## src/rtl/core/pchc_pkg.sv

```systemverilog
// Shared types, constants and arithmetic helpers for the point cloud height crop filter.
`timescale 1ns / 1ps

package pchc_pkg;

   localparam int POS_W      = 17;
   localparam int DIFF_W     = 18;
   localparam int BELT_W     = 18;
   localparam int QUAT_W     = 16;
   localparam int SHIFT_W    = 17;
   localparam int COUNT_W    = 19;
   localparam int CSR_IDX_W  = 3;
   localparam int CSR_DATA_W = 19;
   localparam int TERM_W     = 17;
   localparam int QPROD_W    = 32;
   localparam int ENTRY_W    = 36;
   localparam int PROD_W     = TERM_W + DIFF_W;
   localparam int ACC_W      = PROD_W + 2;
   localparam int FRAC_BITS  = 14;

   localparam int NUM_TERMS  = 9;
   localparam int TERM_IDX_W = $clog2(NUM_TERMS);
   localparam int STEP_W     = $clog2(NUM_TERMS + 1);
   localparam int NUM_ROWS   = 3;

   localparam int MAX_FRAME_POINTS = 262144;
   localparam int COUNT_LIMIT = (MAX_FRAME_POINTS > 524287) ? 524287 : MAX_FRAME_POINTS;
   localparam logic [COUNT_W-1:0] COUNT_CAP = COUNT_W'(COUNT_LIMIT);

   localparam logic signed [POS_W-1:0]  DEPTH_LO  = 17'sd7782;
   localparam logic signed [POS_W-1:0]  DEPTH_HI  = 17'sd12944;
   localparam logic signed [BELT_W-1:0] HEIGHT_LO = 18'sd368;
   localparam logic signed [BELT_W-1:0] HEIGHT_HI = 18'sd2868;

   localparam logic signed [QUAT_W-1:0]     QUAT_W_RESET   = 16'sd16384;
   localparam logic [COUNT_W-1:0]           MIN_PTS_RESET  = 19'd800;
   localparam logic signed [TERM_W-1:0]     TERM_ONE       = 17'sd16384;
   localparam logic signed [ENTRY_W-1:0]    ENTRY_ONE      = 36'sd268435456;
   localparam logic signed [ENTRY_W-1:0]    ENTRY_HALF     = 36'sd8192;
   localparam logic signed [ENTRY_W-1:0]    ENTRY_MAX      = 36'sd65535;
   localparam logic signed [ENTRY_W-1:0]    ENTRY_MIN      = -36'sd65536;
   localparam logic signed [ACC_W-1:0]      ACC_HALF       = 37'sd8192;
   localparam logic signed [ACC_W-1:0]      ACC_MAX        = 37'sd131071;
   localparam logic signed [ACC_W-1:0]      ACC_MIN        = -37'sd131072;

   typedef enum logic [2:0] {
      CSR_QUAT_W,
      CSR_QUAT_X,
      CSR_QUAT_Y,
      CSR_QUAT_Z,
      CSR_SHIFT_X,
      CSR_SHIFT_Y,
      CSR_SHIFT_Z,
      CSR_MIN_POINTS
   } csr_reg_type;

   typedef enum logic [2:0] {
      ST_IDLE,
      ST_ROTATE,
      ST_DRAIN,
      ST_FINISH,
      ST_REBUILD
   } state_type;

   typedef enum logic [1:0] {
      ENTRY_DIAG,
      ENTRY_SUM,
      ENTRY_DIFF
   } entry_mode_type;

   typedef struct packed {
      logic                  accept;
      logic                  row_issue;
      logic                  term_issue;
      logic [TERM_IDX_W-1:0] term_idx;
      logic                  finish;
   } dp_cmd_type;

   typedef struct packed {
      logic out_free;
   } dp_status_type;

   function automatic entry_mode_type entry_mode(input logic [TERM_IDX_W-1:0] idx);
      entry_mode_type mode;
      unique case (idx) inside
         4'd0, 4'd4, 4'd8: mode = ENTRY_DIAG;
         4'd1, 4'd5, 4'd6: mode = ENTRY_SUM;
         default:          mode = ENTRY_DIFF;
      endcase
      return mode;
   endfunction

   function automatic logic signed [TERM_W-1:0] term_round(
      input logic signed [ENTRY_W-1:0] v);
      logic signed [ENTRY_W-1:0] r;
      logic signed [ENTRY_W-1:0] s;
      r = (v + ENTRY_HALF) >>> FRAC_BITS;
      if (r > ENTRY_MAX) begin
         s = ENTRY_MAX;
      end else if (r < ENTRY_MIN) begin
         s = ENTRY_MIN;
      end else begin
         s = r;
      end
      return s[TERM_W-1:0];
   endfunction

   function automatic logic signed [BELT_W-1:0] belt_round(
      input logic signed [ACC_W-1:0] v);
      logic signed [ACC_W-1:0] r;
      logic signed [ACC_W-1:0] s;
      r = (v + ACC_HALF) >>> FRAC_BITS;
      if (r > ACC_MAX) begin
         s = ACC_MAX;
      end else if (r < ACC_MIN) begin
         s = ACC_MIN;
      end else begin
         s = r;
      end
      return s[BELT_W-1:0];
   endfunction

endpackage

```

## src/rtl/core/pchc_ctrl.sv

```systemverilog
// Controller state machine that sequences point transactions and matrix rebuilds.
`timescale 1ns / 1ps

module pchc_ctrl (
   input  logic                            clock,
   input  logic                            reset,
   input  logic                            req_valid,
   output logic                            req_ready,
   input  logic                            csr_write_en,
   input  logic [pchc_pkg::CSR_IDX_W-1:0]  csr_index,
   input  pchc_pkg::dp_status_type         status,
   output pchc_pkg::dp_cmd_type            cmd
);

   pchc_pkg::state_type               state_ff, state_in;
   logic [pchc_pkg::STEP_W-1:0]       step_ff, step_in;
   logic                              quat_write;
   logic                              accept;

   always_comb begin
      quat_write = 1'b0;
      if (csr_write_en) begin
         case (pchc_pkg::csr_reg_type'(csr_index)) inside
            pchc_pkg::CSR_QUAT_W, pchc_pkg::CSR_QUAT_X,
            pchc_pkg::CSR_QUAT_Y, pchc_pkg::CSR_QUAT_Z: quat_write = 1'b1;
            default:                                    quat_write = 1'b0;
         endcase
      end
   end

   assign accept = req_valid && req_ready;

   always_comb begin
      state_in = state_ff;
      step_in  = step_ff;
      unique case (state_ff)
         pchc_pkg::ST_IDLE: begin
            if (quat_write) begin
               state_in = pchc_pkg::ST_REBUILD;
               step_in  = '0;
            end else if (accept) begin
               state_in = pchc_pkg::ST_ROTATE;
               step_in  = '0;
            end
         end
         pchc_pkg::ST_ROTATE: begin
            step_in = step_ff + 1'b1;
            if (step_ff == pchc_pkg::STEP_W'(pchc_pkg::NUM_ROWS - 1)) begin
               state_in = pchc_pkg::ST_DRAIN;
            end
         end
         pchc_pkg::ST_DRAIN: begin
            state_in = pchc_pkg::ST_FINISH;
         end
         pchc_pkg::ST_FINISH: begin
            if (status.out_free) begin
               step_in = '0;
               if (accept) begin
                  state_in = pchc_pkg::ST_ROTATE;
               end else begin
                  state_in = pchc_pkg::ST_IDLE;
               end
            end
         end
         pchc_pkg::ST_REBUILD: begin
            if (quat_write) begin
               step_in = '0;
            end else if (step_ff == pchc_pkg::STEP_W'(pchc_pkg::NUM_TERMS)) begin
               state_in = pchc_pkg::ST_IDLE;
            end else begin
               step_in = step_ff + 1'b1;
            end
         end
         default: begin
            state_in = pchc_pkg::ST_IDLE;
            step_in  = '0;
         end
      endcase
   end

   always_comb begin
      cmd       = '0;
      req_ready = 1'b0;
      unique case (state_ff)
         pchc_pkg::ST_IDLE: begin
            req_ready = !csr_write_en;
         end
         pchc_pkg::ST_ROTATE: begin
            cmd.row_issue = 1'b1;
         end
         pchc_pkg::ST_DRAIN: begin
            cmd = '0;
         end
         pchc_pkg::ST_FINISH: begin
            if (status.out_free) begin
               cmd.finish = 1'b1;
               req_ready  = !csr_write_en;
            end
         end
         pchc_pkg::ST_REBUILD: begin
            if (step_ff < pchc_pkg::STEP_W'(pchc_pkg::NUM_TERMS)) begin
               cmd.term_issue = 1'b1;
               cmd.term_idx   = step_ff[pchc_pkg::TERM_IDX_W-1:0];
            end
         end
         default: begin
            cmd = '0;
         end
      endcase
      cmd.accept = req_valid && req_ready;
   end

   always_ff @(posedge clock) begin
      if (reset) begin
         state_ff <= pchc_pkg::ST_IDLE;
         step_ff  <= '0;
      end else begin
         state_ff <= state_in;
         step_ff  <= step_in;
      end
   end

endmodule

```

## config.mk

```make
export PLATFORM = sky130hd
export DESIGN_NAME = pchc_ctrl
export DESIGN_NICKNAME = d
export VERILOG_FILES = /design/src/rtl/core/pchc_pkg.sv /design/src/rtl/core/pchc_ctrl.sv
export SDC_FILE = /design/constraint.sdc
export NUM_CORES = 1
export LEC_CHECK = 0
export BUFFER_PORTS_ARGS = -buffer_cell sky130_fd_sc_hd__buf_2
export CORE_MARGIN = 2
export CORE_UTILIZATION = 33
export CTS_CLUSTER_SIZE = 24
export DETAILED_ROUTE_END_ITERATION = 16
export MAX_ROUTING_LAYER = met4
export PLACE_DENSITY = 0.51
export SYNTH_ARGS = -nofsm -noshare
export SYNTH_HDL_FRONTEND = slang
export SYNTH_SLANG_ARGS = --single-unit
```

## constraint.sdc

```tcl
create_clock -name clock -period 4.1 [get_ports clock]
set_input_delay 0.41 -clock clock [delete_from_list [all_inputs] [get_ports clock]]
set_output_delay 0.41 -clock clock [all_outputs]
set_load 0.02 [all_outputs]
```

Yosys cells after proc, flatten, opt, wreduce, memory -nomap -nowiden

Cells that the tools add are included.

Add/subtract/negate cells: 1
Magnitude comparators: 1
Eq/ne operators: 15
Muxes and demuxes: 23
Bitwise logic cells: 1
Reduce and logical (&&, ||, !) cells: 7

Operators with widths:

| kind                                                             | number |
|---|---|
| 4-bit two-way mux                                                | 5 |
| 4-bit case mux with 5 select lines                               | 1 |
| 3-bit two-way mux                                                | 6 |
| 3-bit case mux with 5 select lines                               | 1 |
| 3-bit by 2-bit == test with 1-bit output (second input constant) | 4 |
| 5-bit two-way mux                                                | 2 |
| 2-bit inequality test (second input constant)                    | 4 |
| 1-bit two-way mux                                                | 7 |
| 3-bit by 1-bit == test with 1-bit output (second input constant) | 2 |
| 3-bit zero test                                                  | 2 |
| 3-bit inequality test (second input constant)                    | 2 |
| 5-bit AND reduction                                              | 1 |
| 4-bit by 1-bit adder with 4-bit output (second input constant)   | 1 |
| 4-bit by 2-bit == test with 1-bit output (second input constant) | 1 |
| 4-bit == test (second input constant)                            | 1 |
| 4-bit less-than comparator (second input constant)               | 1 |
| 4-bit AND reduction                                              | 1 |
| 4-bit OR reduction                                               | 1 |
| 3-bit == test (second input constant)                            | 1 |
| 1-bit case mux with 2 select lines                               | 1 |
| 1-bit logical AND                                                | 1 |
| 1-bit zero test                                                  | 1 |
| 1-bit inverter                                                   | 1 |

Flip-flop bits (word level): 7
Input port bits: 8
Output and inout port bits: 9
Logic and storage cells: 50

Logic depth before layout (Yosys ltp)

Gate-level depths: netlist of run 1.

Depth after elaboration: 7
Gate-level depth with buffers: 6

Worst setup path before layout of run 1

OpenSTA, ideal clock, no wires.

Kind: reg2out
Start: register state_ff[1]
End: output cmd[7] (netlist bit)
Data arrival time: 1.539 ns
Data required time: 3.690 ns
Path slack: 2.151 ns
Stages on the path, launching flop included: 7
Cells stage by stage: dfxtp_1 -> buf_2 -> nand3_1 -> o21a_1 -> nor3_1 -> and2_1 -> buf_4

Longest elaborated chain between the ends: 3
Elaborated cells on any way between the ends: 4
Those cells by class: eq/ne (1); mux (1); reduce/logical (2)

RTL lines:

| element                                                                            | RTL line         | source |
|---|---|---|
| start: declaration                                                                 | pchc_ctrl.sv:15  | `pchc_pkg::state_type state_ff, state_in;` |
| start signal: assignment                                                           | pchc_ctrl.sv:115 | `state_ff <= pchc_pkg::ST_IDLE;` |
| start signal: assignment                                                           | pchc_ctrl.sv:118 | `state_ff <= state_in;` |
| 3-bit by 2-bit == test with 1-bit output / 3-bit zero test (equally long branches) | pchc_ctrl.sv:84  | `unique case (state_ff)` |
| 1-bit case mux with 2 select lines (*)                                             | pchc_ctrl.sv:84  |  |
| named net req_ready                                                                | pchc_ctrl.sv:8   | `output logic req_ready,` |
| 1-bit logical AND (*)                                                              | --               |  |
| end: declaration                                                                   | pchc_ctrl.sv:12  | `output pchc_pkg::dp_cmd_type cmd` |

Mark *: on every way through the listed nets, which the timed path passes. The rest lies on a longest branch.

==> results.toml, run 1 <==
[power_and_ir_drop]
power_leakage_nw = 0.270
ir_drop_mv = 0.113
finalPower_mw = 0.178
p_per_area_nw_per_um2 = 261

[drt]
ant_nets = 0
first_pass_iters = 4
num_vias = 535
routedWlPerCell_um = 11.0
dr.first_iter.drc_count = 11
vias_per_cell = 4.82
drc = 0
drt-total-wl_mm = 1.23

[setup_path]
cp.arrival_ns = 1.57
required_ns = 3.69
reg2reg_slack_ns = 2.50
crit_type = "reg -> out"
path_cells = "nand3_1, o21a_1, nor3_1, and2_1, buf_2"
r2r_end = "step_ff[1]$_SDFFE_PP0P_"
slowest_stage = "dfxtp_1"
ff2ff_path_depth = 6
crit_path_start_kind = "flip-flop"
cpPeakStageDelay_ns = 0.57
worstReg2RegStart = "step_ff[1]$_SDFFE_PP0P_"
endpoint_kind = "output port"
cp_max_fo = 11
startpoint = "state_ff[1]$_SDFFE_PP0P_"

[cts]
clk_root_buffer_cell = "clkbuf_4"
cts_hold_buf = 0
tritoncts = "done"
path_clk_slew_ns = 0.05
numCtsBuffers = 3
max-clock-path-buffers = 2
cts_num_sinks = 7
cts_setup_buffers = 0
cts_max_level = 1
cts_resized = 0
insertion_delay_ns = 0.25

[logic_synthesis]
ys_top_cells_by_count = "7 x a21oi_1, 7 x dfxtp_1, 7 x inv_1"
seq_area_frac_synth_pct = 23.8
async_flop_share_pct = 0
synth.area.top_cells = "dfxtp_1 24%, ha_1 8.5%, a21oi_1 5.9%, o32ai_2 5.5%, nand2b_4 4.7%"
synth_edf_count = 0
netlist_area_um2 = 589
syn_nets = 85
ys_seq_elements = 7
avgSynthCellArea_um2 = 8.07
syn_inst = 73
synth-main-ff-cell = "dfxtp_1"
synth_warnings = 0
synthDistinctLibCells = 29
synth_top_area_share_pct = 23.8
synth_top_cell_by_area = "dfxtp_1"

[floorplan]
core-area_um2 = 1710
start_util_pct = 34.5
top_level_ports = 17
die_y_um = 46.3
chipWidth_um = 46.3
dieArea_um2 = 2140
fp-row-count = 15

[sta]
setup_ws_ns = 2.12
max_slew_margin_pct = 71.6
fin_crit_ns = 1.98
tightest_slew_ns = 0.425
grt_setup_unrepaired = "no"
hold_viol = 0
setup_violations = 0
fin_crit_sh_pct = 48.2
max_freq_mhz = 506
fin_setup_tns_ns = 0
drv_slew = 0
skew_ns = 0.00536

[global_routing]
gr-total-overflow = 0
grt_pass1_vias = 455
grt_start_max_net_pins = 12
antenna_found_initial = 0
grt_usage_pct = 13.9
grt_pass1_wl_mm = 1.97

[hold_path]
holdPathStages = 2
hold_class = "in -> reg"
hold_end = "step_ff[0]$_SDFFE_PP0P_"
hp-start = "reset"

[place]
dp_slack_ns = 2.39
io_buffers = 14
gp_congestion = 0.764
dpl_cell_area_um2 = 656
dp_hpwl_um = 907
dp_cells = 107

[outcome]
status = "finished, final reports clean"

[finish]
syn2layout_area_growth_pct = 15.7
antennaDiodeCount = 0
final_nets = 99
fin_cells = 111
final_area_um2 = 682
drive_gt1_share_pct = 27.9

[job]
maxCapViolCount = 0
==> cells in the final DEF (no fill, tap or decap), types with 2 or more instances in the layout <==
cell / synthesis / layout
ha_1: 4 / 4
nand2b_1: 2 / 2
or3_1: 2 / 2
clkbuf_4: 0 / 3
nand3b_1: 2 / 2
o32ai_2: 2 / 2
nand4_1: 2 / 2
dfxtp_1: 7 / 7
nand2_1: 5 / 5
nor3_1: 4 / 4
buf_2: 1 / 14
and2_1: 3 / 3
nor4_1: 2 / 2
inv_1: 7 / 7
nor2b_1: 2 / 2
nand3_1: 3 / 3
nand2b_4: 2 / 2
nor2_1: 4 / 4
a21oi_1: 7 / 7
==> stage by stage <==
step                      hold slack, ns  util [%]
after floorplan                    0.485         -
after global routing               0.451      39.9
final                              0.450      39.9
after CTS                          0.447      39.9
after global placement             0.518      38.4
after detailed placement           0.527      38.4
==> routing by layer <==
metal	GRT usage [%]	wire [µm]	vias up	part of all wire, %
met2	21.4	578	14	47
met4	8.57	13	0	1.1
met5	-	0	-	0
li1	-	-	282	-
met3	3.53	37	2	3.0
met1	16.0	596	237	49
==> cell families (layout without fill, tap and decap cells) <==
kind of cell | count (synthesis) | in the layout | share of synthesized area (%)
buf+inv | 12 | 25 | 10.4
fa+ha+maj | 4 | 4 | 8.49
simple gates | 36 | 36 | 37.4
compound gates | 14 | 14 | 20.0
flops | 7 | 7 | 23.8
==> final cells by class <==
cell class / instances / area, µm²
well taps: 25 / 31.3
fillers: 191 / 1030
clock buffers: 4 / 26.3
inverters: 7 / 26.3
multi-input cells: 54 / 388
flip-flops and latches: 7 / 140
repair buffers: 14 / 70.1
==> report_power, final <==
group	switching, mW	internal (mW)	total (mW)
Sequential	0.00545	0.0706	0.0760
Clock	0.0240	0.0370	0.0611
Combinational	0.0228	0.0183	0.0411
==> how the worst max path moves through the flow <==
stage,end,slack (ns),cells after the start
floorplan,cmd[7],2.15,6
global placement,step_ff[2]$_SDFFE_PP0P_,2.40,6
detailed placement,cmd[7],2.39,5
CTS,cmd[7],2.11,5
global route,cmd[7],1.97,5
finish,cmd[7],2.12,5
==> registers in the layout (all words and copies together), names as in the netlist <==
signal    flops
state_ff      3
step_ff       4
==> worst max-delay path: cells and delay by family (launching register included) <==
kind            cells  cell delay, ns
flops               1            0.57
buf+inv             1            0.15
simple gates        3            0.46
compound gates      1            0.14
Power figures use the tool's default switching activity.
==> inputs of run 2 (changes only) <==
ABC_AREA = 1   (was default)
CORE_ASPECT_RATIO = 1.5   (was default)
PLACE_DENSITY = 0.52   (was 0.51)
clock period = 1.7 ns   (was 4.1 ns; I/O delays follow)
==> run 2 against run 1 <==
First-iteration DRC count rose by 45%. Flip-flop and latch count stayed put. Clock-buffer cell count is the same. Wire length is 34% higher. Critical path depth is the same. Register-to-register slack worse by 2.2 ns. Sequential power grew to 3.7 times the previous value. Final cell count increased by 32%. Clock power increased to 2.6 times the previous value. Cell area increased by 21%. Critical path type unchanged. Critical endpoint is now cmd[4].
==> results.toml, run 2 <==
[sta]
grt_setup_unrepaired = "no"
drv_slew = 0
tightest_slew_ns = 0.335
fin_crit_ns = 1.58
fin_crit_sh_pct = 92.9
hold_viol = 0
skew_ns = 0.000932
max_freq_mhz = 634
setup_violations = 0
fin_setup_tns_ns = 0
hold-worst-slack_ns = 0.190
max_slew_margin_pct = 77.5

[setup_path]
required_ns = 1.53
cp.arrival_ns = 1.41
crit_type = "reg -> out"
endpoint_kind = "output port"
crit_path_start_kind = "flip-flop"
startpoint = "state_ff[2]$_SDFFE_PP0P_"
cp_max_fo = 6
worstReg2RegStart = "state_ff[1]$_SDFFE_PP0P_"

[global_routing]
grt_usage_pct = 14.6
gr-total-overflow = 0
grt_start_max_net_pins = 8
grt_pass1_wl_mm = 2.62
antenna_found_initial = 0
grt_pass1_vias = 609

[hold_path]
hold_class = "in -> reg"
hp-start = "reset"

[drt]
drt-total-wl_mm = 1.64
drc = 0
dr.first_iter.drc_count = 16
routedWlPerCell_um = 11.1
ant_nets = 0
first_pass_iters = 4
num_vias = 720
vias_per_cell = 4.90

[logic_synthesis]
synth_top_area_share_pct = 20.2
synth-main-ff-cell = "dfxtp_1"
synthDistinctLibCells = 25
avgSynthCellArea_um2 = 6.48
syn_inst = 107
synth.area.top_cells = "dfxtp_1 20%, nand2_1 9.7%, inv_1 8.7%, nand3_1 7.9%, nor2_1 7.6%"
async_flop_share_pct = 0
netlist_area_um2 = 693
synth_edf_count = 0
ys_top_cells_by_count = "18 x nand2_1, 16 x inv_1, 14 x nor2_1"
seq_area_frac_synth_pct = 20.2
synth_top_cell_by_area = "dfxtp_1"
syn_nets = 119
yosys.cell_count.top_type = "nand2_1"
synth_warnings = 0
ys_seq_elements = 7

[cts]
cts_hold_buf = 0
tritoncts = "done"
clk_root_buffer_cell = "clkbuf_4"
path_clk_slew_ns = 0.06
max-clock-path-buffers = 2
insertion_delay_ns = 0.26
cts_max_level = 1
numCtsBuffers = 3
cts_num_sinks = 7

[place]
io_buffers = 14
gp_congestion = 0.810
dp_hpwl_mm = 1.33
dpl_cell_area_um2 = 791

[finish]
final_common_cell = "nand2_1"
antennaDiodeCount = 0
final_util_pct = 41.2
reg_top3 = "step_ff: 4 flops, state_ff: 3 flops"
syn2layout_area_growth_pct = 19.0
top_register = "step_ff"
layout_common_cells = "18 x nand2_1, 15 x inv_1, 14 x nor2_1, 14 x buf_2, 11 x nand3_1"
final_area_um2 = 825
drive_gt1_share_pct = 32.0
largest_register_ffs = 4
final_nets = 138

[power_and_ir_drop]
ir_drop_mv = 0.601
p_per_area_nw_per_um2 = 1320
power_leakage_nw = 0.408

[floorplan]
die_y_um = 60.1
fp-row-count = 20
start_util_pct = 34.6
dieArea_um2 = 2490
chipWidth_um = 41.4
core-area_um2 = 2000
top_level_ports = 17

[job]
maxCapViolCount = 0

[outcome]
status = "finished, final reports clean"
-- run 2: changes by cell type in the layout (fill, tap and decap cells not counted), sizes merged, moves of 3 or more --
cell | previous run | this run
inv | 7 | 19
nand3 | 3 | 13
and2 | 3 | 0
nor2 | 4 | 19
o21ai | 1 | 4
nand2 | 5 | 23
nand2b | 4 | 0
-- run 2: kinds of logic after synthesis --
kind of cell | after synthesis | share of synthesized area [%]
AND/OR/NAND/NOR | 63 | 49.3
AO/OA/AOI/OAI | 13 | 11.9
adder cells (fa/ha/maj) | 4 | 7.22
buffers and inverters | 20 | 11.4
flip-flops | 7 | 20.2
-- run 2: path summary, 6_finish.rpt --
check	cells after the start	endpoint	slack, ns
worst min register to register	2	step_ff[0]$_SDFFE_PP0P_	0.52
worst max-delay path	5	cmd[4]	0.12
worst min-delay path	2	step_ff[1]$_SDFFE_PP0P_	0.19
worst max register to register	9	state_ff[0]$_SDFFE_PP0P_	0.30
-- run 2: layout make-up --
| type | instances | area, µm² |
|---|---|---|
| clock buffer | 4 | 26.3 |
| fill | 216 | 1180 |
| inverter | 19 | 71.3 |
| multi-input combinational | 80 | 479 |
| sequential | 7 | 143 |
| tap | 22 | 27.5 |
| timing repair buffer | 15 | 77.6 |
-- run 2: stage by stage --
step	total power, mW	worst slack (ns)	cells
2_1_floorplan	0.779	0.121	107
3_3_place_gp	0.915	0.248	143
3_5_place_dp	0.921	0.232	143
4_1_cts	1.08	0.0187	147
5_1_grt	1.19	0.00720	147
6_report	1.09	0.122	147
-- run 2: where the power goes --
group          internal, mW  switching [mW]
clock network        0.0901          0.0698
logic                 0.235           0.411
registers             0.210          0.0696
total                 0.536           0.551
-- run 2: worst max-delay path: stages (launching register included) --
cell and delay [ns]:
dfxtp_1 0.51, nand2_2 0.16, nor2_1 0.15, inv_1 0.08, nor2_1 0.08, buf_2 0.16
-- run 2: per-layer routing --
layer | GRT usage (%) | part of all wire [%]
met1 | 14.1 | 39
met2 | 26.6 | 54
met3 | 1.81 | 4.9
met4 | 11.1 | 2.3
met5 | - | 0
-- run 2: timing repair --
action                     in CTS  in global routing
setup endpoints to repair       0                  3
hold endpoints to repair        0                  0
gates resized for setup         0                  4
buffers inserted                0                  0
==> inputs of run 3 (changes only) <==
CORE_MARGIN = 5   (was 2)
CORE_UTILIZATION = 25   (was 33)
PLACE_DENSITY = 0.41   (was 0.52)
==> run 3 against run 2 <==
Core utilization down 8.9 points. Cell area up 4.7%. Clock power increased by 51%. Fmax up 1.9%. Final cell count is 10% higher. Clock-buffer cell count stayed put. Critical path type unchanged. Critical endpoint is now cmd[1]. Highest routed layer unchanged.
==> results.toml, run 3 (synthesized netlist as in run 2, its figures left out) <==
[outcome]
status = "finished, final reports clean"

[finish]
antennaDiodeCount = 0
drive_gt1_share_pct = 32.8
regArea_um2 = 144
fin_cells = 162
n_fill_cell = 317
final_common_cell = "nand2_1"
top_register = "step_ff"
largest_register_ffs = 4
layout_common_cells = "18 x nand2_1, 15 x inv_1, 14 x nor2_1, 14 x buf_2, 11 x nand3_1"
final_area_um2 = 863
final_nets = 138
reg_top3 = "step_ff: 4 flops, state_ff: 3 flops"
syn2layout_area_growth_pct = 24.5
multi_input_area_um2 = 479
final_util_pct = 32.3

[place]
dp_cells = 158
dpl_cell_area_um2 = 810
dp_hpwl_mm = 1.52
gp_congestion = 0.707
io_buffers = 14
dp_slack_ns = 0.243

[sta]
setup_ws_ns = 0.150
fin_setup_tns_ns = 0
grt_setup_unrepaired = "no"
setup_violations = 0
skew_ns = 0.00632
hold_viol = 0
max_freq_mhz = 645
fin_crit_sh_pct = 91.2
max_slew_margin_pct = 78.3
tightest_slew_ns = 0.324
fin_crit_ns = 1.55
drv_slew = 0

[global_routing]
grt_pass1_vias = 712
antenna_found_initial = 0
gr-total-overflow = 0
grt_usage_pct = 11.2
grt_pass1_wl_mm = 3.11
grt_start_max_net_pins = 8

[cts]
tritoncts = "done"
max-clock-path-buffers = 2
path_clk_slew_ns = 0.04
clk_root_buffer_cell = "clkbuf_8"
cts_hold_buf = 0
insertion_delay_ns = 0.23
cts_num_sinks = 7
cts_max_level = 1
numCtsBuffers = 3

[power_and_ir_drop]
power_leakage_nw = 0.416
p_per_area_nw_per_um2 = 1360
power_frac_clock_pct = 20.6
pwr-share-seq_pct = 23.8
p_sw_mw = 0.562
p_int_mw = 0.612
swShare_pct = 47.9
pwr-share-comb_pct = 55.7
ir_drop_mv = 0.578

[floorplan]
core-area_um2 = 2680
chipWidth_um = 53.0
dieArea_um2 = 3950
fp-row-count = 23
start_util_pct = 25.9
top_level_ports = 17
die_y_um = 74.5

[setup_path]
crit_type = "reg -> out"
cp_max_fo = 6
endpoint_kind = "output port"
cp.arrival_ns = 1.38
required_ns = 1.53
reg2reg_slack_ns = 0.30
crit_path_start_kind = "flip-flop"
ff2ff_path_depth = 9

[job]
maxCapViolCount = 0

[drt]
routedWlPerCell_um = 11.0
ant_nets = 0
first_pass_iters = 4
drc = 0
dr.first_iter.drc_count = 6
num_vias = 712
drt-total-wl_mm = 1.78
vias_per_cell = 4.40

[hold_path]
holdPathStages = 2
hold_class = "in -> reg"
-- run 3: changes by cell type in the layout (fill, tap and decap cells not counted) --
cell / previous run / this run
dfxtp_2: 2 / 3
clkbuf_4: 3 / 0
dfxtp_1: 5 / 4
clkbuf_8: 0 / 3
-- run 3: routing by layer --
layer	track usage (%)	vias to the layer above	wire, µm
li1	-	376	-
met1	11.3	320	697
met5	-	-	0
met3	1.80	4	62
met2	20.0	12	972
met4	5.97	0	43
-- run 3: cell type report --
cell class                      instances  share of cell area (%)
Timing Repair Buffer                   15                    8.99
Inverter                               19                    8.26
Multi-Input combinational cell         80                    55.5
Clock buffer                            4                    5.22
Tap cell                               37                    5.36
Sequential cell                         7                    16.7
-- run 3: through the flow --
stage | power, mW | hold slack [ns]
after CTS | 1.18 | 0.226
after detailed placement | 0.931 | 0.465
final | 1.17 | 0.208
after global routing | 1.31 | 0.231
after global placement | 0.932 | 0.465
after floorplan | 0.779 | 0.239
-- run 3: path summary, 6_finish.rpt --
path                                   end                     from
setup / recovery                    cmd[1]  step_ff[0]$_SDFFE_PP0P_
hold reg to reg    step_ff[0]$_SDFFE_PP0P_  step_ff[0]$_SDFFE_PP0P_
hold / removal    state_ff[2]$_SDFFE_PP0P_                    reset
setup reg to reg   step_ff[1]$_SDFFE_PP0P_  step_ff[1]$_SDFFE_PP0P_
-- run 3: worst max-delay path, stage by stage, from the launching register on --
cell and delay, ns:
dfxtp_2 0.38, inv_2 0.08, ha_1 0.20, a21oi_1 0.14
nor2_1 0.06, inv_1 0.09, nor2_1 0.05, buf_2 0.15
-- run 3: power by group through the flow --
| stage | registers, mW | clock network (mW) | logic (mW) |
|---|---|---|---|
| 2_1_floorplan | 0.259 | 0 | 0.520 |
| 3_3_place_gp | 0.271 | 0 | 0.661 |
| 3_5_place_dp | 0.272 | 0 | 0.659 |
| 4_1_cts | 0.269 | 0.249 | 0.662 |
| 5_1_grt | 0.289 | 0.262 | 0.755 |
| 6_report | 0.279 | 0.241 | 0.654 |
-- run 3: what timing repair did --
item	in CTS	in global routing
gates resized for setup	0	5
buffers inserted	0	0
endpoints found under the setup margin	0	3
endpoints found under the hold margin	0	0
